**config.mk**
```make
export PLATFORM = sky130hd
export DESIGN_NAME = hbs_axis
export DESIGN_NICKNAME = d
export VERILOG_FILES = /design/src/hw/rtl/hbs_pkg.sv /design/src/hw/rtl/hbs_axis.sv
export SDC_FILE = /design/constraint.sdc
export NUM_CORES = 2
export LEC_CHECK = 0
export BUFFER_PORTS_ARGS = -buffer_cell sky130_fd_sc_hd__clkbuf_2
export CAP_MARGIN = 15
export CORE_MARGIN = 1.5
export CORE_UTILIZATION = 45
export CTS_CLUSTER_SIZE = 30
export DETAILED_ROUTE_END_ITERATION = 8
export PLACE_DENSITY = 0.68
export SLEW_MARGIN = 20
export SYNTH_ARGS = -nofsm -noshare
export SYNTH_HDL_FRONTEND = slang
export SYNTH_SLANG_ARGS = --single-unit
```
**constraint.sdc**
```tcl
create_clock -name clk -period 7.3 [get_ports clk]
set_clock_uncertainty 0.1 [all_clocks]
set_input_delay 0.365 -clock clk [delete_from_list [all_inputs] [get_ports clk]]
set_output_delay 0.365 -clock clk [all_outputs]
set_load 0.02 [all_outputs]
```
**src/hw/rtl/hbs_pkg.sv**
```systemverilog
// Shared widths, codes and types for the height-map bilinear sampler.
package hbs_pkg;

    // Word field widths.
    localparam int COORD_W    = 32;
    localparam int HEIGHT_W   = 24;
    localparam int FRAC_W     = 16;
    localparam int GRID_W     = 9;

    // Grid coordinate carries 24 fraction bits; the kept fraction is its top 16.
    localparam int GRID_FRAC_W = 24;

    // Height store: 16-bit linear address, split over two banks by address parity.
    localparam int STORE_AW   = 16;
    localparam int BANK_AW    = STORE_AW - 1;
    localparam int BANK_DEPTH = 1 << BANK_AW;

    // Configuration port.
    localparam int CFG_IDX_W  = 3;
    localparam int CFG_DATA_W = 32;

    // Smallest grid extent and register reset values.
    localparam int MIN_GRID   = 2;
    localparam logic [CFG_DATA_W-1:0] INV_RESET  = 32'd65536;
    localparam logic [GRID_W-1:0]     GRID_RESET = 9'd256;

    // Item command codes.
    typedef enum logic {
        CMD_WRITE = 1'b0,
        CMD_QUERY = 1'b1
    } cmd_t;

    // Configuration register indexes.
    typedef enum logic [CFG_IDX_W-1:0] {
        CFG_ORIGIN_X = 3'd0,
        CFG_ORIGIN_Y = 3'd1,
        CFG_INV_X    = 3'd2,
        CFG_INV_Y    = 3'd3,
        CFG_COLS     = 3'd4,
        CFG_ROWS     = 3'd5
    } cfg_idx_t;

    // The four neighbouring heights of one query.
    typedef struct packed {
        logic signed [HEIGHT_W-1:0] h00;
        logic signed [HEIGHT_W-1:0] h10;
        logic signed [HEIGHT_W-1:0] h01;
        logic signed [HEIGHT_W-1:0] h11;
    } corners_t;

endpackage

```
**src/hw/rtl/hbs_axis.sv**
```systemverilog
// Grid coordinate of one axis: (point - origin) * reciprocal spacing, split into
// a clamped cell index and a 16-bit fraction. Five register stages.
module hbs_axis #(
    parameter int IX_W = 8
)
(
    input  logic                                clk,
    input  logic                                en,
    input  logic signed [hbs_pkg::COORD_W-1:0]  point,
    input  logic signed [hbs_pkg::COORD_W-1:0]  origin,
    input  logic [hbs_pkg::COORD_W-1:0]         inv,
    input  logic [IX_W-1:0]                     lim,
    output logic [IX_W-1:0]                     idx,
    output logic [hbs_pkg::FRAC_W-1:0]          frac
);

    localparam int MAG_W  = hbs_pkg::COORD_W + 1;
    localparam int HALF_W = hbs_pkg::COORD_W / 2;
    localparam int PP_W   = MAG_W + HALF_W;
    localparam int PROD_W = MAG_W + hbs_pkg::COORD_W;
    localparam int IW     = PROD_W - hbs_pkg::GRID_FRAC_W;
    localparam int FR_HI  = hbs_pkg::GRID_FRAC_W - 1;
    localparam int FR_LO  = hbs_pkg::GRID_FRAC_W - hbs_pkg::FRAC_W;

    logic [MAG_W-1:0]  d_reg;
    logic [MAG_W-1:0]  d_next;
    logic              neg_b_reg;
    logic [MAG_W-1:0]  mag_reg;
    logic [MAG_W-1:0]  mag_next;
    logic              neg_c_reg;
    logic [PP_W-1:0]   pp_lo_reg;
    logic [PP_W-1:0]   pp_hi_reg;
    logic [PP_W-1:0]   pp_lo_next;
    logic [PP_W-1:0]   pp_hi_next;
    logic              neg_d_reg;
    logic [PROD_W-1:0] prod_reg;
    logic [PROD_W-1:0] prod_next;
    logic [IW-1:0]     whole;
    logic [hbs_pkg::GRID_FRAC_W-1:0] low_neg;
    logic [IX_W-1:0]   idx_reg;
    logic [IX_W-1:0]   idx_next;
    logic [hbs_pkg::FRAC_W-1:0] frac_reg;
    logic [hbs_pkg::FRAC_W-1:0] frac_next;

    // Exact 33-bit offset from the grid origin.
    assign d_next = {point[hbs_pkg::COORD_W-1], point} - {origin[hbs_pkg::COORD_W-1], origin};

    // Magnitude of the offset; the sign travels alongside.
    assign mag_next = d_reg[MAG_W-1] ? (MAG_W'(0) - d_reg) : d_reg;

    // The 33 x 32 product is formed as two 33 x 16 partial products.
    assign pp_lo_next = mag_reg * inv[HALF_W-1:0];
    assign pp_hi_next = mag_reg * inv[hbs_pkg::COORD_W-1:HALF_W];
    assign prod_next  = PROD_W'(pp_lo_reg) + {pp_hi_reg, {HALF_W{1'b0}}};

    // Split into index and fraction. A negative offset lands on cell zero but
    // keeps the fraction of its own two's complement value.
    assign whole   = prod_reg[PROD_W-1:hbs_pkg::GRID_FRAC_W];
    assign low_neg = hbs_pkg::GRID_FRAC_W'(0) - prod_reg[hbs_pkg::GRID_FRAC_W-1:0];

    always_comb
    begin
        if (neg_d_reg)
        begin
            frac_next = low_neg[FR_HI:FR_LO];
            idx_next  = '0;
        end
        else
        begin
            frac_next = prod_reg[FR_HI:FR_LO];
            if (whole > IW'(lim))
            begin
                idx_next = lim;
            end
            else
            begin
                idx_next = whole[IX_W-1:0];
            end
        end
    end

    // Pipeline registers.
    always_ff @(posedge clk)
    begin
        if (en)
        begin
            d_reg     <= d_next;
            neg_b_reg <= d_reg[MAG_W-1];
            mag_reg   <= mag_next;
            neg_c_reg <= neg_b_reg;
            pp_lo_reg <= pp_lo_next;
            pp_hi_reg <= pp_hi_next;
            neg_d_reg <= neg_c_reg;
            prod_reg  <= prod_next;
            idx_reg   <= idx_next;
            frac_reg  <= frac_next;
        end
    end

    assign idx  = idx_reg;
    assign frac = frac_reg;

endmodule

```
==> reports/qor.csv <==
stage,metric,value,unit
synthesis,register area share after synthesis,0.168,
floorplanning,Die ar.,0.104,mm²
synthesis,post-synth cell types,78,
sta,RSZ-0062 raised after global routing,false,
cts,total CTS buffers,34,
sta,part of the cycle the worst path needs,0.958,
route,DRT iter0 DRCs,2309,
hold_path,hold worst-path end,idx[3]$_SDFFCE_PP0P_,
synthesis,Synthesized Nets,6115,
route,Routed Antenna Nets,0,
cts,CTS Hold Bufs,0,
placed_design,IO Port Bufs,129,
grt,gr usage total,0.220,
critical_path,Worst Path Max Fanout,17,
critical_path,CP Capture Type,flop,
critical_path,r2r endpoint,pp_lo_reg[34]$_DFFE_PP_,
synthesis,Mean Syn Cell Area,9.49,µm²
critical_path,RR Startpoint,mag_reg[1]$_DFFE_PP_,
job,maxcap violations,0,
layout,register area,0.00769,mm²
critical_path,WP data arrival,7.17,ns
critical_path,R2R setup slack,0.31,ns
hold_path,hold wc startpoint,lim[3],
critical_path,critical path data required time,7.48,ns
route,DRT Wirelength,110000,µm
grt,pin count of the biggest net entering global routing,159,
floorplanning,initial core utilization,0.456,
sta,worst hold slack,0.0381,ns
cts,CTS tree,built,
placed_design,detailed placement HPWL,87400,µm
layout,fin nets,6186,
critical_path,startpoint types,flop,
grt,vias in the first global route,34800,
synthesis,Mapped Cells,4827,
cts,Worst-path clk slew,0.06,ns
synthesis,Most used DFF post-synth,edfxtp_1,
layout,Layout area overhead,8.79,%
hold_path,worst min path class,input pin to flop,
cts,Skew-Pair Late Insertion Delay,0.57,ns
route,DRC,0,
layout,"Design Area, Final",0.0499,mm²
cts,H-tree depth,2,
cts,clock buffer depth,3,
layout,number of flip-flops in the largest register,65,
grt,Congestion Overflow GR,0,
layout,fill cell count,9335,
layout,share of cells above drive strength 1,0.0719,
synthesis,Synth Warn #,0,
floorplanning,Core Rows,116,
synthesis,"EDFF count, synth",256,
route,Vias/cell,5.19,
sta,minimum clock period,6.99,ns
placed_design,"Cell Area, Placed",0.0486,mm²
cts,clock sink total,256,
synthesis,"Cell Area, Synth",0.0458,mm²
critical_path,worst setup path class,flop to flop,
cts,CTS root buf,clkbuf_16,
grt,first-pass GRT wire length,181000,µm
critical_path,R2R cell count,21,
synthesis,Yosys reg bits,256,
sta,slew margin rel.,0.308,
route,drt first pass iters,5,
sta,FMAX,143,MHz
floorplanning,Die Y-Extent,322,µm
status,status,finished clean,
sta,final setup fails,0,
route,per-cell routed wire length,17.6,µm
sta,Slew @ Worst Pin,1.04,ns
layout,area of the multi-input gates,0.0336,mm²
grt,initial antenna violation count,5,
floorplanning,Boundary Pins,130,
placed_design,RD Place Congestion,0.911,
floorplanning,core area,0.100,mm²
sta,Post-Route Setup TNS,0,ns
route,via count,32600,
hold_path,hold path cells,3,
floorplanning,Die W,322,µm
sta,Final Max Slew Viols,0,
sta,final-report hold violation count,0,
synthesis,"Async S/R FF share, synth",0,
[worst max-delay path, cell delays in order (launching register included)]
cell and delay [ns]:
edfxtp_1 0.89, buf_4 0.34, and2_1 0.16, fa_1 0.43, fa_1 0.50, ha_1 0.13
inv_1 0.04, fa_1 0.47, fa_1 0.55, inv_1 0.05, fa_1 0.40, ha_1 0.33
a21oi_1 0.23, nor2_1 0.08, a211oi_1 0.28, o221ai_1 0.28, nor2_1 0.18, nor2b_1 0.32
o221ai_1 0.28, a311oi_1 0.37, o21bai_1 0.14, xor2_1 0.16
[cells in the mapped netlist (11+ instances only)]
cell type | n | area [µm²]
ha_1 | 316 | 3950
a21o_1 | 87 | 653
a211oi_1 | 11 | 82.6
o31ai_1 | 14 | 105
xor2_1 | 59 | 517
o21ai_0 | 79 | 395
xnor2_1 | 150 | 1310
nor2b_1 | 18 | 113
nand2b_1 | 24 | 150
clkbuf_1 | 232 | 871
nor4_1 | 18 | 113
and2_1 | 445 | 2780
nor2_1 | 77 | 289
nand4_1 | 28 | 175
o21bai_1 | 22 | 165
fa_1 | 866 | 17300
edfxtp_1 | 256 | 7690
nand3_1 | 41 | 205
nor3_1 | 17 | 85.1
inv_1 | 983 | 3690
a21oi_1 | 147 | 736
o21a_1 | 24 | 180
and3_1 | 17 | 106
a31oi_1 | 15 | 93.8
nand2_1 | 734 | 2760
o211ai_1 | 17 | 128
[how the worst max path moves through the flow]
stage / slack, ns / depth (start not counted) / from / to
6_report: 0.31 / 21 / mag_reg[1]$_DFFE_PP_ / pp_lo_reg[34]$_DFFE_PP_
3_3_place_gp: 0.25 / 23 / mag_reg[7]$_DFFE_PP_ / pp_hi_reg[48]$_DFFE_PP_
4_1_cts: 0.17 / 22 / mag_reg[7]$_DFFE_PP_ / pp_hi_reg[48]$_DFFE_PP_
3_5_place_dp: 0.18 / 22 / mag_reg[7]$_DFFE_PP_ / pp_hi_reg[48]$_DFFE_PP_
2_1_floorplan: 0.96 / 24 / mag_reg[12]$_DFFE_PP_ / pp_lo_reg[47]$_DFFE_PP_
5_1_grt: 0.002 / 21 / mag_reg[1]$_DFFE_PP_ / pp_lo_reg[34]$_DFFE_PP_
[metal layers]
layer / GRT usage / share of wire / vias up
li1: - / - / 15000
met1: 0.292 / 0.42 / 16200
met2: 0.369 / 0.47 / 1196
met3: 0.0429 / 0.082 / 186
met4: 0.0612 / 0.026 / 4
met5: 0 / 0.00027 / -
[cells by family (layout without fill, tap and decap cells)]
group / Yosys count / count (layout) / share of synthesized area
compound gates: 492 / 492 / 0.0712
xor+xnor: 209 / 209 / 0.0399
fa+ha+maj: 1182 / 1182 / 0.465
buf+inv: 1219 / 1316 / 0.0999
flops: 256 / 256 / 0.168
mux: 8 / 8 / 0.00175
other cells: 0 / 2 / 0
simple gates: 1461 / 1461 / 0.155
[cell usage in the layout, fill, tap and decap left out, drive strengths merged, types with 7 or more instances in the layout]
| master | netlist | routed |
|---|---|---|
| nand4 | 28 | 28 |
| nand3 | 41 | 41 |
| o21bai | 23 | 23 |
| inv | 983 | 987 |
| nor4 | 18 | 18 |
| nor2b | 18 | 18 |
| xor2 | 59 | 59 |
| o21ai | 82 | 82 |
| a31o | 8 | 8 |
| or4 | 9 | 9 |
| xnor2 | 150 | 150 |
| o21a | 24 | 24 |
| and2 | 447 | 447 |
| a21oi | 147 | 147 |
| nand2 | 735 | 735 |
| nand2b | 24 | 24 |
| clkinv | 0 | 13 |
| or3 | 11 | 11 |
| buf | 3 | 143 |
| o211ai | 17 | 17 |
| and3 | 17 | 17 |
| a211oi | 13 | 13 |
| o31ai | 15 | 15 |
| a21o | 88 | 88 |
| ha | 316 | 316 |
| nor2 | 77 | 77 |
| clkbuf | 233 | 168 |
| o221ai | 7 | 7 |
| mux2i | 8 | 8 |
| fa | 866 | 866 |
| edfxtp | 256 | 256 |
| a31oi | 16 | 16 |
| nor3 | 18 | 18 |
[per-stage QoR]
step	setup slack [ns]	cells	util
6_report	0.309	6283	0.496
5_1_grt	0.00222	6281	0.496
4_1_cts	0.169	6269	0.495
3_5_place_dp	0.178	6207	0.484
3_3_place_gp	0.248	6207	0.484
2_1_floorplan	0.960	4827	-
[layout make-up]
cell class	count	area share
Multi-Input combinational cell	3352	0.673
Antenna cell	2	0.000100
Timing Repair Buffer	271	0.0431
Sequential cell	256	0.154
Tap cell	1357	0.0341
Inverter	983	0.0740
Clock buffer	40	0.0175
Clock inverter	22	0.00381
[timing repair]
item	in CTS	in global routing
resized for setup	0	1
setup buffers	0	12
endpoints found under the setup margin	0	13
Power is left out: the tool's default activity adds up to more than one toggle a clock period on the data nets, which glitch-free logic cannot reach.
