`src/hw/rtl/hbs_pkg.sv`:
```
// Shared widths, codes and types for the height-map bilinear sampler.
package hbs_pkg;

    // Word field widths.
    localparam int COORD_W    = 32;
    localparam int HEIGHT_W   = 24;
    localparam int FRAC_W     = 16;
    localparam int GRID_W     = 9;

    // Grid coordinate carries 24 fraction bits; the kept fraction is its top 16.
    localparam int GRID_FRAC_W = 24;

    // Height store: 16-bit linear address, split over two banks by address parity.
    localparam int STORE_AW   = 16;
    localparam int BANK_AW    = STORE_AW - 1;
    localparam int BANK_DEPTH = 1 << BANK_AW;

    // Configuration port.
    localparam int CFG_IDX_W  = 3;
    localparam int CFG_DATA_W = 32;

    // Smallest grid extent and register reset values.
    localparam int MIN_GRID   = 2;
    localparam logic [CFG_DATA_W-1:0] INV_RESET  = 32'd65536;
    localparam logic [GRID_W-1:0]     GRID_RESET = 9'd256;

    // Item command codes.
    typedef enum logic {
        CMD_WRITE = 1'b0,
        CMD_QUERY = 1'b1
    } cmd_t;

    // Configuration register indexes.
    typedef enum logic [CFG_IDX_W-1:0] {
        CFG_ORIGIN_X = 3'd0,
        CFG_ORIGIN_Y = 3'd1,
        CFG_INV_X    = 3'd2,
        CFG_INV_Y    = 3'd3,
        CFG_COLS     = 3'd4,
        CFG_ROWS     = 3'd5
    } cfg_idx_t;

    // The four neighbouring heights of one query.
    typedef struct packed {
        logic signed [HEIGHT_W-1:0] h00;
        logic signed [HEIGHT_W-1:0] h10;
        logic signed [HEIGHT_W-1:0] h01;
        logic signed [HEIGHT_W-1:0] h11;
    } corners_t;

endpackage

```
`src/hw/rtl/hbs_blend.sv`:
```
// Bilinear blend of four heights, exact until the final floor by 2^32.
// Five register stages, the last of which is the output word register.
module hbs_blend
(
    input  logic                                 clk,
    input  logic                                 rst_n,
    input  logic                                 en,
    input  logic                                 vld_in,
    input  hbs_pkg::corners_t                    corners,
    input  logic [hbs_pkg::FRAC_W-1:0]           tx,
    input  logic [hbs_pkg::FRAC_W-1:0]           ty,
    output logic                                 vld_out,
    output logic signed [hbs_pkg::HEIGHT_W-1:0]  height
);

    localparam int HW    = hbs_pkg::HEIGHT_W;
    localparam int FW    = hbs_pkg::FRAC_W;
    localparam int DW    = HW + 1;
    localparam int ROW_W = DW + FW + 1;
    localparam int DH_W  = ROW_W - FW;
    localparam int P1_W  = DH_W + FW + 1;
    localparam int TOT_W = ROW_W + 2 * FW + 2;
    localparam int RES_LO = 2 * FW;

    logic [3:0] vld_reg;
    logic       out_vld_reg;

    logic signed [HW-1:0]    h00_reg;
    logic signed [HW-1:0]    h01_reg;
    logic signed [DW-1:0]    dlo_reg;
    logic signed [DW-1:0]    dhi_reg;
    logic signed [DW-1:0]    dlo_next;
    logic signed [DW-1:0]    dhi_next;
    logic [FW-1:0]           tx_i_reg;
    logic [FW-1:0]           ty_i_reg;

    logic signed [ROW_W-1:0] mlo;
    logic signed [ROW_W-1:0] mhi;
    logic signed [ROW_W-1:0] lo_reg;
    logic signed [ROW_W-1:0] hi_reg;
    logic signed [ROW_W-1:0] lo_next;
    logic signed [ROW_W-1:0] hi_next;
    logic [FW-1:0]           ty_j_reg;

    logic signed [ROW_W-1:0] lo_k_reg;
    logic signed [ROW_W-1:0] dd_reg;
    logic signed [ROW_W-1:0] dd_next;
    logic [FW-1:0]           ty_k_reg;

    logic signed [ROW_W-1:0] lo_l_reg;
    logic signed [P1_W-1:0]  p1_reg;
    logic signed [P1_W-1:0]  p1_next;
    logic [2*FW-1:0]         p0_reg;
    logic [2*FW-1:0]         p0_next;

    logic [TOT_W-1:0]        total;
    logic [HW-1:0]           height_reg;

    // Differences along x: a row blend is h0 * 2^16 + (h1 - h0) * t.
    assign dlo_next = {corners.h10[HW-1], corners.h10} - {corners.h00[HW-1], corners.h00};
    assign dhi_next = {corners.h11[HW-1], corners.h11} - {corners.h01[HW-1], corners.h01};

    // Row blends.
    assign mlo     = dlo_reg * $signed({1'b0, tx_i_reg});
    assign mhi     = dhi_reg * $signed({1'b0, tx_i_reg});
    assign lo_next = {{(ROW_W-HW-FW){h00_reg[HW-1]}}, h00_reg, {FW{1'b0}}} + mlo;
    assign hi_next = {{(ROW_W-HW-FW){h01_reg[HW-1]}}, h01_reg, {FW{1'b0}}} + mhi;

    // Difference between the rows.
    assign dd_next = hi_reg - lo_reg;

    // Column blend: the row difference times ty, cut into two partial products.
    assign p1_next = $signed(dd_reg[ROW_W-1:FW]) * $signed({1'b0, ty_k_reg});
    assign p0_next = dd_reg[FW-1:0] * ty_k_reg;

    // Sum and floor by 2^32; the arithmetic shift rounds toward minus infinity.
    assign total = {{(TOT_W-ROW_W-FW){lo_l_reg[ROW_W-1]}}, lo_l_reg, {FW{1'b0}}}
                 + {{(TOT_W-P1_W-FW){p1_reg[P1_W-1]}}, p1_reg, {FW{1'b0}}}
                 + {{(TOT_W-2*FW){1'b0}}, p0_reg};

    // Valid flags of the four inner stages and the output word.
    always_ff @(posedge clk or negedge rst_n)
    begin
        if (!rst_n)
        begin
            vld_reg     <= '0;
            out_vld_reg <= 1'b0;
        end
        else if (en)
        begin
            vld_reg     <= {vld_reg[2:0], vld_in};
            out_vld_reg <= vld_reg[3];
        end
    end

    // Data path registers.
    always_ff @(posedge clk)
    begin
        if (en)
        begin
            h00_reg    <= corners.h00;
            h01_reg    <= corners.h01;
            dlo_reg    <= dlo_next;
            dhi_reg    <= dhi_next;
            tx_i_reg   <= tx;
            ty_i_reg   <= ty;
            lo_reg     <= lo_next;
            hi_reg     <= hi_next;
            ty_j_reg   <= ty_i_reg;
            lo_k_reg   <= lo_reg;
            dd_reg     <= dd_next;
            ty_k_reg   <= ty_j_reg;
            lo_l_reg   <= lo_k_reg;
            p1_reg     <= p1_next;
            p0_reg     <= p0_next;
            height_reg <= total[RES_LO+HW-1:RES_LO];
        end
    end

    assign vld_out = out_vld_reg;
    assign height  = $signed(height_reg);

endmodule
```
`config.mk`:
```
export PLATFORM = sky130hd
export DESIGN_NAME = hbs_blend
export DESIGN_NICKNAME = d
export VERILOG_FILES = /design/src/hw/rtl/hbs_pkg.sv /design/src/hw/rtl/hbs_blend.sv
export SDC_FILE = /design/constraint.sdc
export NUM_CORES = 2
export LEC_CHECK = 0
export BUFFER_PORTS_ARGS = -buffer_cell sky130_fd_sc_hd__buf_2
export CORE_MARGIN = 1.5
export CORE_UTILIZATION = 50
export CTS_CLUSTER_DIAMETER = 50
export DETAILED_ROUTE_END_ITERATION = 16
export PLACE_DENSITY = 0.76
export SYNTH_ARGS = -nofsm -noshare
export SYNTH_HDL_FRONTEND = slang
export SYNTH_SLANG_ARGS = --single-unit
```
`constraint.sdc`:
```
create_clock -name clk -period 14.3 [get_ports clk]
set_input_delay 2.86 -clock clk [delete_from_list [all_inputs] [get_ports clk]]
set_output_delay 2.86 -clock clk [all_outputs]
set_load 0.03 [all_outputs]
```
==> qor.yml <==
outcome:
  outcome: "finished, final reports clean"
floorplan:
  number_of_cell_rows: 140
  effective_utilization_at_floorplan: 0.505
  floorplan.core_area_sq_um: 146000
  die_height_microns: 387
  ioPinCount: 157
  die_area_sq_um: 150000
  floorplan_die_width_microns: 387
yosys:
  synth_flop_cell: "sky130_fd_sc_hd__edfxtp_1"
  synth-edff-count: 448
  cell_area_synth_sq_um: 73800
  yosysUniqueCellTypes: 72
  postSynthNetCount: 9630
  post_synth_inst_count: 7467
  synth-async-reset-ratio: 0.0110
  synth_seq_cells: 453
  synth-warning-count: 0
  ys_seq_area_frac: 0.184
  syn-mean-instance-area_sq_um: 9.88
clocking:
  cts.sinks: 453
  clk_path_buf_depth: 3
  ctsHtreeMaxLevel: 3
  cts_root_buf: "sky130_fd_sc_hd__clkbuf_16"
  cts_hold_buffers: 0
  cts-buffers-inserted: 69
  cts_resized: 0
  clkLatencyLatePin_ps: 690
  clk_pin_slew_ps: 60
  cts_tree: "done"
  cts.repair_timing.setup_buffer_count: 0
global_route:
  grt_pass1_wl_mm: 287
  grt_max_degree: 160
  antenna_found_initial: 6
  global_route.usage.total: 0.242
  global_route.overflow_total: 0
  grt_pass1_vias: 55800
setup_path:
  cp_launch_type: "flip-flop"
  critPathArrivalTime_ps: 7920
  worst_ep_required_time_ps: 14730
  rrSetupSlack_ps: 6810
  critPathKind: "flip-flop to flip-flop"
  worstSetupEndpointType: "flip-flop"
  timing.critical_path.fanout_max: 25
sta:
  slew_violations: 0
  tns_ps: 0
  timing_hold_violations_final: 0
  min_period_ps: 7490
  post-route-period-util: 0.524
  max_slew.worst_pin.slew_ps: 1300
  fmax_ghz: 0.134
  finalSetupViolations: 0
  setup_repair_after_global_routing_missed_its_margin: "no"
  slew_headroom: 0.130
  skew_ps: 38.3
place:
  detailedPlacementHpwl_mm: 135
  rd_place_congestion: 0.925
  area_of_placed_instances_sq_um: 76400
  placement.io_buffers: 156
flow_run:
  maxCapViolations: 0
drt:
  drt-total-wl_mm: 174
  post_drt_via_cell_ratio: 5.30
  drtAntennaViolNets: 0
  drt_iter0_markers: 3106
  drt_drc_violations_left: 0
  drt_pre_antenna_iters: 6
  routed_wire_length_per_instance_microns: 18.4
  via_count: 50200
layout:
  share_of_cells_above_drive_strength_1: 0.0437
  layout-area-overhead-vs-synth_pct: 6.70
  seq_area_sq_um: 13600
  fillers: 12700
  multiInputGateArea_sq_um: 51800
  finish.net_count: 9653
  post-route-cell-area_sq_um: 78800
hold_path:
  timing.hold.worst.class: "flip-flop to flip-flop"
-- Yosys cell counts, types with 45 or more instances --
| cell | number | area share |
|---|---|---|
| sky130_fd_sc_hd__inv_1 | 1987 | 0.10 |
| sky130_fd_sc_hd__fa_1 | 1446 | 0.39 |
| sky130_fd_sc_hd__nand2_1 | 803 | 0.041 |
| sky130_fd_sc_hd__and2_1 | 770 | 0.065 |
| sky130_fd_sc_hd__ha_1 | 585 | 0.099 |
| sky130_fd_sc_hd__edfxtp_1 | 448 | 0.18 |
| sky130_fd_sc_hd__clkbuf_1 | 250 | 0.013 |
| sky130_fd_sc_hd__a21oi_1 | 198 | 0.013 |
| sky130_fd_sc_hd__xnor2_1 | 186 | 0.022 |
| sky130_fd_sc_hd__nor2_1 | 118 | 0.0060 |
| sky130_fd_sc_hd__a21o_1 | 90 | 0.0092 |
| sky130_fd_sc_hd__o21ai_0 | 80 | 0.0054 |
| sky130_fd_sc_hd__xor2_1 | 64 | 0.0076 |
| sky130_fd_sc_hd__nand3_1 | 45 | 0.0031 |
-- path summary, 6_finish.rpt --
| check | startpoint | to | depth (start not counted) |
|---|---|---|---|
| setup / recovery | ty_k_reg[12]$_DFFE_PP_ | p1_reg[39]$_DFFE_PP_ | 22 |
| hold / removal | lo_k_reg[8]$_DFFE_PP_ | lo_l_reg[8]$_DFFE_PP_ | 0 |
| setup reg to reg | ty_k_reg[12]$_DFFE_PP_ | p1_reg[39]$_DFFE_PP_ | 22 |
| hold reg to reg | lo_k_reg[8]$_DFFE_PP_ | lo_l_reg[8]$_DFFE_PP_ | 0 |
| max in group asynchronous | rst_n | vld_reg[1]$_DFFE_PN0P_ | 1 |
| min in group asynchronous | rst_n | vld_reg[2]$_DFFE_PN0P_ | 1 |
-- cells by family after synthesis --
logic type	Yosys count	share of synthesized area
AND/OR/NAND/NOR	1907	0.130
flip-flops	453	0.184
multiplexers	10	0.00144
AO/OA/AOI/OAI	579	0.0502
adder cells (fa/ha/maj)	2031	0.491
buffers and inverters	2237	0.114
XOR/XNOR	250	0.0297
-- layer usage --
metal	vias up	routed length, microns	track usage
li1	22300	-	-
met1	25400	67600	0.299
met2	1931	85100	0.414
met3	448	13900	0.0469
met4	4	7090	0.101
met5	-	30	0
-- cells in the final DEF, fill, tap and decap left out, types with 25 or more instances in the layout --
master,synthesis,final
sky130_fd_sc_hd__nor3_1,37,37
sky130_fd_sc_hd__and2_1,770,770
sky130_fd_sc_hd__inv_1,1987,1987
sky130_fd_sc_hd__a21o_1,90,90
sky130_fd_sc_hd__xnor2_1,186,186
sky130_fd_sc_hd__o21bai_1,25,25
sky130_fd_sc_hd__o21a_1,37,37
sky130_fd_sc_hd__buf_2,0,155
sky130_fd_sc_hd__edfxtp_1,448,448
sky130_fd_sc_hd__nor2_1,118,118
sky130_fd_sc_hd__o21ai_0,80,80
sky130_fd_sc_hd__nand2b_1,29,29
sky130_fd_sc_hd__buf_4,0,45
sky130_fd_sc_hd__nand3_1,45,45
sky130_fd_sc_hd__ha_1,585,585
sky130_fd_sc_hd__clkbuf_16,0,71
sky130_fd_sc_hd__a21oi_1,198,198
sky130_fd_sc_hd__xor2_1,64,64
sky130_fd_sc_hd__nand2_1,803,803
sky130_fd_sc_hd__fa_1,1446,1446
-- area by class of cell --
type                            count  area share
Antenna cell                        1   0.0000318
Clock buffer                       80      0.0230
Clock inverter                     47     0.00667
Inverter                         1987      0.0947
Multi-Input combinational cell   4777       0.658
Sequential cell                   453       0.172
Tap cell                         1917      0.0305
Timing Repair Buffer              202      0.0146
-- critical path, cell delays in order (launching register included) --
cell	delay [ps]
sky130_fd_sc_hd__edfxtp_1	690
sky130_fd_sc_hd__buf_4	360
sky130_fd_sc_hd__and2_1	200
sky130_fd_sc_hd__fa_1	510
sky130_fd_sc_hd__inv_1	60
sky130_fd_sc_hd__fa_1	530
sky130_fd_sc_hd__inv_1	50
sky130_fd_sc_hd__fa_1	520
sky130_fd_sc_hd__fa_1	460
sky130_fd_sc_hd__fa_1	520
sky130_fd_sc_hd__inv_1	50
sky130_fd_sc_hd__fa_1	480
sky130_fd_sc_hd__inv_1	40
sky130_fd_sc_hd__ha_1	330
sky130_fd_sc_hd__nand4_1	110
sky130_fd_sc_hd__or4b_1	660
sky130_fd_sc_hd__a21oi_1	400
sky130_fd_sc_hd__nor2_1	170
sky130_fd_sc_hd__o31ai_1	490
sky130_fd_sc_hd__a211o_1	240
sky130_fd_sc_hd__a31o_1	150
sky130_fd_sc_hd__a21oi_1	80
sky130_fd_sc_hd__xnor2_1	120
-- through the flow --
| step | setup slack, ps | hold slack [ps] | util | instances |
|---|---|---|---|---|
| floorplan | 7900 | 400 | - | 7467 |
| global placement | 7090 | 402 | 0.523 | 9336 |
| detailed placement | 7010 | 405 | 0.523 | 9336 |
| CTS | 6940 | 410 | 0.539 | 9463 |
| global route | 6580 | 406 | 0.539 | 9463 |
| finish | 6810 | 405 | 0.539 | 9464 |
Power is left out: the tool's default activity adds up to more than one toggle a clock period on the data nets, which glitch-free logic cannot reach.
